### config.mk
export PLATFORM = sky130hd
export DESIGN_NAME = xmodem_crc_receiver_unit
export DESIGN_NICKNAME = d
export VERILOG_FILES = /design/src/hw/rtl/xmcrc_pkg.sv /design/src/hw/rtl/xmodem_crc_receiver_unit.sv
export SDC_FILE = /design/constraint.sdc
export NUM_CORES = 1
export LEC_CHECK = 0
export ABC_AREA = 1
export BUFFER_PORTS_ARGS = -buffer_cell sky130_fd_sc_hd__buf_2
export CORE_MARGIN = 3
export CORE_UTILIZATION = 38
export DETAILED_ROUTE_END_ITERATION = 7
export MAX_ROUTING_LAYER = met4
export PLACE_DENSITY = 0.62
export SETUP_SLACK_MARGIN = 0.4
export SYNTH_ARGS = -nofsm -noshare
export SYNTH_HDL_FRONTEND = slang
export SYNTH_SLANG_ARGS = --single-unit
### constraint.sdc
create_clock -name clk -period 4 [get_ports clk]
set_input_delay 0.4 -clock clk [delete_from_list [all_inputs] [get_ports clk]]
set_output_delay 0.4 -clock clk [all_outputs]
set_load 0.05 [all_outputs]
### src/hw/rtl/xmcrc_pkg.sv
// ---------------------------------------------------------------------------
// xmcrc_pkg
// Types, character codes, register indexes and helpers shared by the
// XMODEM-CRC receiver unit
// ---------------------------------------------------------------------------
`default_nettype none

package xmcrc_pkg;

	localparam int PAYLOAD_BYTES_DEF = 128;

	localparam logic [15:0] IDLE_TIMEOUT_RST = 16'd10000;
	localparam logic [15:0] BYTE_TIMEOUT_RST = 16'd2000;
	localparam logic [3:0]  MAX_TIMEOUTS_RST = 4'd10;

	localparam int CFG_IDX_W  = 2;
	localparam int CFG_DATA_W = 16;
	localparam int OUT_DATA_W = 80;

	localparam logic [CFG_IDX_W-1:0] REG_IDLE_TIMEOUT = 2'd0;
	localparam logic [CFG_IDX_W-1:0] REG_BYTE_TIMEOUT = 2'd1;
	localparam logic [CFG_IDX_W-1:0] REG_MAX_TIMEOUTS = 2'd2;

	localparam logic [1:0] KIND_BYTE  = 2'd0;
	localparam logic [1:0] KIND_TICK  = 2'd1;
	localparam logic [1:0] KIND_START = 2'd2;

	localparam logic [7:0] CH_NUL = 8'h00;
	localparam logic [7:0] CH_SOH = 8'h01;
	localparam logic [7:0] CH_EOT = 8'h04;
	localparam logic [7:0] CH_ACK = 8'h06;
	localparam logic [7:0] CH_NAK = 8'h15;
	localparam logic [7:0] CH_CAN = 8'h18;
	localparam logic [7:0] CH_C   = 8'h43;

	localparam logic [3:0] TIMEOUT_SAT = 4'd15;

	localparam logic [15:0] CRC_POLY = 16'h1021;

	typedef enum logic [2:0] {
		PH_IDLE   = 3'd0,
		PH_WAIT   = 3'd1,
		PH_DONE   = 3'd2,
		PH_CANCEL = 3'd3,
		PH_FAIL   = 3'd4,
		PH_PACKET = 3'd5
	} phase_t;

	typedef enum logic [2:0] {
		ST_IDLE      = 3'd0,
		ST_RUNNING   = 3'd1,
		ST_COMPLETE  = 3'd2,
		ST_CANCELLED = 3'd3,
		ST_FAILED    = 3'd4
	} status_t;

	typedef struct packed {
		logic        send_valid;
		logic [7:0]  send_byte;
		logic        data_valid;
		logic [7:0]  data_byte;
		logic        packet_done;
		logic        packet_good;
		status_t     session_status;
		logic [15:0] packets_total;
		logic [15:0] packets_bad;
		logic [15:0] null_starts;
		logic [3:0]  timeouts_seen;
	} result_t;

	function automatic logic [15:0] crc_feed(input logic [15:0] crc_in, input logic [7:0] b);
		logic [15:0] c;
		c = crc_in ^ {b, 8'h00};
		for (int i = 0; i < 8; i++) begin
			if (c[15]) begin
				c = {c[14:0], 1'b0} ^ CRC_POLY;
			end else begin
				c = {c[14:0], 1'b0};
			end
		end
		return c;
	endfunction

	function automatic logic [15:0] sat_inc16(input logic [15:0] v);
		return (v == 16'hFFFF) ? v : v + 16'd1;
	endfunction

	function automatic status_t phase_status(input phase_t ph);
		status_t s;
		case (ph)
			PH_WAIT, PH_PACKET: s = ST_RUNNING;
			PH_DONE:            s = ST_COMPLETE;
			PH_CANCEL:          s = ST_CANCELLED;
			PH_FAIL:            s = ST_FAILED;
			default:            s = ST_IDLE;
		endcase
		return s;
	endfunction

endpackage

`default_nettype wire

### src/hw/rtl/xmodem_crc_receiver_unit.sv
// ---------------------------------------------------------------------------
// xmodem_crc_receiver_unit
// Receive end of an XMODEM-CRC download: packet framing, byte-wise CRC-16
// check, ACK/NAK/C responses, timeouts and saturating session counters
// ---------------------------------------------------------------------------
// path: a transaction passes the input register, then the result register
// throughput: one transaction per cycle unless m_tready stalls, set by the
// state update and byte-wise crc step between the input and result registers
// reset: arst_n clears the session state, counters, valid flags and config
// registers to their defaults at once
`default_nettype none

module xmodem_crc_receiver_unit #(
	parameter int PAYLOAD_BYTES = xmcrc_pkg::PAYLOAD_BYTES_DEF
) (
	input  wire logic                              clk,
	input  wire logic                              arst_n,
	input  wire logic                              cfg_wen,
	input  wire logic [xmcrc_pkg::CFG_IDX_W-1:0]   cfg_index,
	input  wire logic [xmcrc_pkg::CFG_DATA_W-1:0]  cfg_data,
	input  wire logic                              s_tvalid,
	output      logic                              s_tready,
	input  wire logic [7:0]                        s_tdata,  // rx_byte
	input  wire logic [1:0]                        s_tuser,  // kind
	output      logic                              m_tvalid,
	input  wire logic                              m_tready,
	// send_valid, send_byte, data_valid, data_byte, packet_done, packet_good,
	// session_status, packets_total, packets_bad, null_starts, timeouts_seen
	output      logic [xmcrc_pkg::OUT_DATA_W-1:0]  m_tdata
);
	import xmcrc_pkg::*;

	localparam int PKT_BYTES = PAYLOAD_BYTES + 5;
	localparam int POS_W     = $clog2(PKT_BYTES + 1);
	localparam logic [POS_W-1:0] POS_ONE      = POS_W'(1);
	localparam logic [POS_W-1:0] POS_DATA_BEG = POS_W'(3);
	localparam logic [POS_W-1:0] POS_DATA_END = POS_W'(PAYLOAD_BYTES + 3);
	localparam logic [POS_W-1:0] POS_PKT_END  = POS_W'(PKT_BYTES);

	// configuration
	logic [15:0] idle_to_q;
	logic [15:0] byte_to_q;
	logic [3:0]  max_to_q;

	// input stage
	logic        valid_s1;
	logic [1:0]  kind_s1;
	logic [7:0]  byte_s1;

	// session state
	phase_t           phase_q, phase_n;
	logic             heard_q, heard_n;
	logic [POS_W-1:0] pos_q, pos_n;
	logic [15:0]      crc_q, crc_n;
	logic [3:0]       to_cnt_q, to_cnt_n;
	logic [15:0]      tick_q, tick_n;
	logic [15:0]      total_q, total_n;
	logic [15:0]      bad_q, bad_n;
	logic [15:0]      null_q, null_n;

	// result register
	logic    out_valid_q;
	result_t res_q, res_n;

	logic advance;
	logic fire;

	logic [POS_W-1:0] pos_inc;
	logic [15:0]      tick_inc;
	logic [15:0]      tick_limit;
	logic             to_fail;
	logic [3:0]       to_cnt_inc;

	assign advance  = !out_valid_q || m_tready;
	assign fire     = valid_s1 && advance;
	assign s_tready = !valid_s1 || advance;
	assign m_tvalid = out_valid_q;

	assign m_tdata = {5'd0, res_q.timeouts_seen, res_q.null_starts, res_q.packets_bad,
		res_q.packets_total, res_q.session_status, res_q.packet_good, res_q.packet_done,
		res_q.data_byte, res_q.data_valid, res_q.send_byte, res_q.send_valid};

	always_ff @(posedge clk or negedge arst_n) begin
		if (!arst_n) begin
			idle_to_q <= IDLE_TIMEOUT_RST;
			byte_to_q <= BYTE_TIMEOUT_RST;
			max_to_q  <= MAX_TIMEOUTS_RST;
		end else if (cfg_wen) begin
			case (cfg_index)
				REG_IDLE_TIMEOUT: idle_to_q <= cfg_data;
				REG_BYTE_TIMEOUT: byte_to_q <= cfg_data;
				REG_MAX_TIMEOUTS: max_to_q  <= cfg_data[3:0];
				default: ;
			endcase
		end
	end

	always_ff @(posedge clk or negedge arst_n) begin
		if (!arst_n) begin
			valid_s1 <= 1'b0;
		end else if (s_tready) begin
			valid_s1 <= s_tvalid;
		end
	end

	always_ff @(posedge clk) begin
		if (s_tready && s_tvalid) begin
			kind_s1 <= s_tuser;
			byte_s1 <= s_tdata;
		end
	end

	assign pos_inc    = pos_q + POS_ONE;
	assign tick_inc   = sat_inc16(tick_q);
	assign tick_limit = (phase_q == PH_PACKET) ? byte_to_q : idle_to_q;
	assign to_fail    = to_cnt_q >= max_to_q;
	assign to_cnt_inc = (to_cnt_q < TIMEOUT_SAT) ? to_cnt_q + 4'd1 : to_cnt_q;

	always_comb begin
		phase_n  = phase_q;
		heard_n  = heard_q;
		pos_n    = pos_q;
		crc_n    = crc_q;
		to_cnt_n = to_cnt_q;
		tick_n   = tick_q;
		total_n  = total_q;
		bad_n    = bad_q;
		null_n   = null_q;
		res_n    = '0;

		if (kind_s1 == KIND_START) begin
			phase_n  = PH_WAIT;
			heard_n  = 1'b0;
			pos_n    = '0;
			crc_n    = '0;
			to_cnt_n = '0;
			tick_n   = '0;
			total_n  = '0;
			bad_n    = '0;
			null_n   = '0;
			res_n.send_valid = 1'b1;
			res_n.send_byte  = CH_C;
		end else if (kind_s1 == KIND_BYTE && phase_q == PH_WAIT) begin
			heard_n = 1'b1;
			tick_n  = '0;
			if (byte_s1 == CH_SOH || byte_s1 == CH_NUL) begin
				to_cnt_n = '0;
				if (byte_s1 == CH_NUL) begin
					null_n = sat_inc16(null_q);
				end
				phase_n = PH_PACKET;
				pos_n   = POS_ONE;
				crc_n   = '0;
			end else if (byte_s1 == CH_EOT) begin
				to_cnt_n = '0;
				res_n.send_valid = 1'b1;
				res_n.send_byte  = CH_ACK;
				phase_n = PH_DONE;
			end else if (byte_s1 == CH_CAN) begin
				phase_n = PH_CANCEL;
			end else begin
				to_cnt_n = to_cnt_inc;
				if (to_fail) begin
					phase_n = PH_FAIL;
				end
			end
		end else if (kind_s1 == KIND_BYTE && phase_q == PH_PACKET) begin
			tick_n   = '0;
			to_cnt_n = '0;
			if (pos_q >= POS_DATA_BEG) begin
				crc_n = crc_feed(crc_q, byte_s1);
				if (pos_q < POS_DATA_END) begin
					res_n.data_valid = 1'b1;
					res_n.data_byte  = byte_s1;
				end
			end
			if (pos_inc >= POS_PKT_END) begin
				res_n.packet_done = 1'b1;
				res_n.send_valid  = 1'b1;
				total_n = sat_inc16(total_q);
				if (crc_n == 16'd0) begin
					res_n.packet_good = 1'b1;
					res_n.send_byte   = CH_ACK;
				end else begin
					bad_n = sat_inc16(bad_q);
					res_n.send_byte = CH_NAK;
				end
				pos_n   = '0;
				crc_n   = '0;
				phase_n = PH_WAIT;
			end else begin
				pos_n = pos_inc;
			end
		end else if (kind_s1 == KIND_TICK && (phase_q == PH_WAIT || phase_q == PH_PACKET)) begin
			tick_n = tick_inc;
			if (tick_inc >= tick_limit) begin
				tick_n = '0;
				res_n.send_valid = 1'b1;
				res_n.send_byte  = (phase_q == PH_WAIT && !heard_q) ? CH_C : CH_NAK;
				pos_n    = '0;
				crc_n    = '0;
				to_cnt_n = to_cnt_inc;
				phase_n  = to_fail ? PH_FAIL : PH_WAIT;
			end
		end

		res_n.session_status = phase_status(phase_n);
		res_n.packets_total  = total_n;
		res_n.packets_bad    = bad_n;
		res_n.null_starts    = null_n;
		res_n.timeouts_seen  = to_cnt_n;
	end

	always_ff @(posedge clk or negedge arst_n) begin
		if (!arst_n) begin
			phase_q  <= PH_IDLE;
			heard_q  <= 1'b0;
			pos_q    <= '0;
			crc_q    <= '0;
			to_cnt_q <= '0;
			tick_q   <= '0;
			total_q  <= '0;
			bad_q    <= '0;
			null_q   <= '0;
		end else if (fire) begin
			phase_q  <= phase_n;
			heard_q  <= heard_n;
			pos_q    <= pos_n;
			crc_q    <= crc_n;
			to_cnt_q <= to_cnt_n;
			tick_q   <= tick_n;
			total_q  <= total_n;
			bad_q    <= bad_n;
			null_q   <= null_n;
		end
	end

	always_ff @(posedge clk or negedge arst_n) begin
		if (!arst_n) begin
			out_valid_q <= 1'b0;
		end else if (advance) begin
			out_valid_q <= valid_s1;
		end
	end

	always_ff @(posedge clk) begin
		if (fire) begin
			res_q <= res_n;
		end
	end

	// a session once opened never returns to idle
	a_no_idle_return: assert property (@(posedge clk) disable iff (!arst_n)
		(phase_q != PH_IDLE) |=> (phase_q != PH_IDLE))
		else $error("session fell back to idle");

	// position and crc are cleared outside a packet
	a_pos_clear: assert property (@(posedge clk) disable iff (!arst_n)
		(phase_q != PH_PACKET) |-> (pos_q == '0 && crc_q == 16'd0))
		else $error("packet state left over outside a packet");

	// a good verdict always comes with a completed packet and an ack
	a_good_ack: assert property (@(posedge clk) disable iff (!arst_n)
		(out_valid_q && res_q.packet_good) |->
		(res_q.packet_done && res_q.send_valid && res_q.send_byte == CH_ACK))
		else $error("good packet without ack");

	// the input side is open whenever the result register is free
	a_ready_free: assert property (@(posedge clk) disable iff (!arst_n)
		(!out_valid_q) |-> s_tready)
		else $error("input stalled with empty result register");

endmodule

`default_nettype wire

==> out/metrics.cfg <==
[setup_path]
end_kind=flip-flop
required_ns=4.41
worstPathMaxFanout=26
r2r-start=tick_q[0]
start_kind=flip-flop
reg2regPathDepth=24
reg2reg_to=pos_q[5]
rrSetupSlack_ns=0.48
worstSetupPathType=reg -> reg
cp.arrival_ns=3.93

[clock_network]
h-tree-depth=1
clock-root-buffer=clkbuf_16
clkSinkCount=216
clk_pin_slew_ns=0.06
clockBufferDepth=3
cts_tree=built
insertion_delay_ns=0.53
cts_buffers=25

[finish]
drive_gt1_share_pct=17.4
area_growth_pct=18.3
diodes=0
nets=1673
stdcell_count=2026
nFillCells=3031
fin_area_um2=14100

[floorplan]
core_um2=30700
initial_core_util_pct=38.8
die_y_um=183
die-width_um=183
die_area_um2=33600
fp-row-count=64
io-pin-count=115

[detailed_routing]
viasPerCell=4.98
num_vias=10100
ant_nets=0
wl_per_cell_um=14.5
drt_iter0_drc=865
drt-total-wl_mm=29.4
drc_errors=0
drt_first_pass_iters=5

[power_and_ir_drop]
powerDensity_nw_per_um2=592
seqPwrFrac_pct=37.2
power.leakage_nw=6.64
p_total_mw=8.36
p_sw_mw=3.34
intPower_mw=5.03
netSwitchingFraction_pct=39.9
combPwrFrac_pct=36.4
pwr-share-clk_pct=26.4
ir_worst_vdd_v=0.000358

[timing]
max_freq_ghz=0.284
slew_viol_final=0
rsz0062_at_grt=yes
hold_viol_final=0
tightest_slew_ns=1.08
fin_skew_ns=0.0206
setup_violations=0
setup_tns_ns=0
fin_crit_ns=3.52
maxSlewHeadroom_pct=27.6
post-route-period-util_pct=88.0

[synth]
synthTopCellsByArea=dfrtp_1 (25%), edfxtp_1 (21%), nand2_1 (13%)
synth_cells=1487
synth_cell_types=49
syn-mean-instance-area_um2=8.03
yosysTopAreaCell=dfrtp_1
yosys_warnings=0
synth_top_area_share_pct=25.4
async_reset_ff_share_pct=62.0
synthTopCellsByCount=nand2_1 (419), inv_1 (191), o21ai_0 (123)
synth_most_common_cell=nand2_1
yosysSeqAreaShare_pct=48.8
synth_edf_count=82
synth-seq-cells=216
mappedNetlistArea_um2=11900
synth-main-ff-cell=dfrtp_1

[outcome]
outcome=completed

[worst_hold_path]
hold_end=byte_s1[1]
min_path_cells=1
hold_path_startpoint=s_tdata[1]
hp-class=in -> reg

[grt]
grt_use_met3_pct=2.20
busiest_layer=met2
grt_usage_pct=17.8
grt_util_met2_pct=29.1
antenna_found_initial=0
grt_max_degree=83
grt_pass1_wl_mm=48.3
use_met1_pct=24.0
overflow=0
grt_pass1_vias=9688

[placement]
dpl.cell_count=1960
numPortBuffers=106
dpl_cell_area_um2=12900
dpl.hpwl_mm=20.1
routabilityCongestion=0.869

[flow_run]
cap_violations=0

==> stage by stage <==
stage	worst slack [ns]	utilization (%)	hold slack (ns)
after floorplan	0.548	-	0.104
after global placement	0.197	41.8	0.464
after detailed placement	0.0787	41.8	0.472
after CTS	0.394	44.9	0.0395
after global routing	0.204	45.9	0.0486
final	0.481	45.9	0.0554
==> cell usage in the layout, fill, tap and decap left out, types with 16 or more instances in the layout <==
cell type,instances
a21oi_1,23
buf_2,105
buf_4,29
clkbuf_16,25
dfrtp_1,121
edfxtp_1,82
ha_1,23
inv_1,189
inv_2,16
nand2_1,406
nand3_1,103
nand4_1,38
nor2_1,94
nor3_1,24
o21ai_0,119
o21ai_1,19
xor2_1,24
==> power by group through the flow <==
stage          logic (mW)  registers [mW]  clock network (mW)
6_report             3.05            3.11                2.21
5_1_grt              3.43            3.17                2.35
4_1_cts              2.87            3.10                2.26
3_5_place_dp         2.80            3.14                   0
3_3_place_gp         2.77            3.14                   0
2_1_floorplan        1.83            3.49                   0
==> worst max-delay path, stage by stage, from the launching register on <==
cell	delay [ns]
dfrtp_1	0.36
ha_2	0.20
nand2_2	0.07
nor2_2	0.13
nand3_2	0.09
inv_2	0.09
nand2_4	0.06
nor3_4	0.15
nand2_2	0.10
nor3_4	0.16
buf_6	0.18
nor2_1	0.06
nand3_1	0.11
xor2_2	0.18
inv_1	0.07
ha_2	0.30
nand2_1	0.04
nor3_1	0.19
nand2_1	0.09
nand2_2	0.13
inv_1	0.08
nand2_2	0.10
nand2_4	0.09
buf_12	0.18
o31ai_1	0.19
==> repair_timing <==
| item | 4_1_cts | 5_1_grt |
|---|---|---|
| pin swaps | 5 | 17 |
| hold buffers | 1 | 0 |
| buffers inserted | 16 | 5 |
| hold endpoints to repair | 69 | 0 |
| cloned | 0 | 0 |
| gates resized for setup | 14 | 65 |
| endpoints found under the setup margin | 56 | 59 |
==> layer usage <==
| layer | vias up | part of all wire [%] |
|---|---|---|
| met5 | - | 0 |
| met2 | 228 | 47 |
| met1 | 4705 | 47 |
| li1 | 5111 | - |
| met3 | 41 | 4.6 |
| met4 | 0 | 1.8 |
==> area by class of cell <==
class | instances | area, um2 | area share, %
tap | 396 | 495 | 3.51
clock buffer | 36 | 687 | 4.86
clock inverter | 8 | 90.1 | 0.638
timing repair buffer | 141 | 838 | 5.94
inverter | 210 | 808 | 5.72
multi-input combinational | 1019 | 5370 | 38.0
sequential | 216 | 5830 | 41.3
==> registers in the layout, summed over array words and instances (netlist names), 16 cells and up <==
signal and cells:
bad_q 16, byte_to_q 16, crc_q 16, idle_to_q 16, m_tdata 72, null_q 16
tick_q 16, total_q 16
==> worst max-delay path by stage <==
stage / startpoint / to / slack (ns) / cells after the start
2_1_floorplan: tick_q[0] / m_tdata[22] / 0.55 / 27
3_3_place_gp: tick_q[0] / m_tdata[22] / 0.20 / 27
3_5_place_dp: tick_q[0] / m_tdata[22] / 0.08 / 27
4_1_cts: tick_q[0] / m_tdata[22] / 0.39 / 29
5_1_grt: tick_q[0] / to_cnt_q[3] / 0.20 / 30
6_report: tick_q[0] / pos_q[5] / 0.48 / 24
==> logic make-up after synthesis <==
group | count (synthesis) | share of synthesized area (%)
buf+inv | 259 | 8.76
simple gates | 729 | 26.6
compound gates | 212 | 9.64
mux | 15 | 1.26
xor+xnor | 28 | 2.05
flops | 216 | 48.8
fa+ha+maj | 27 | 2.83
other cells | 1 | 0.0314
(Power assumes the default switching activity.)
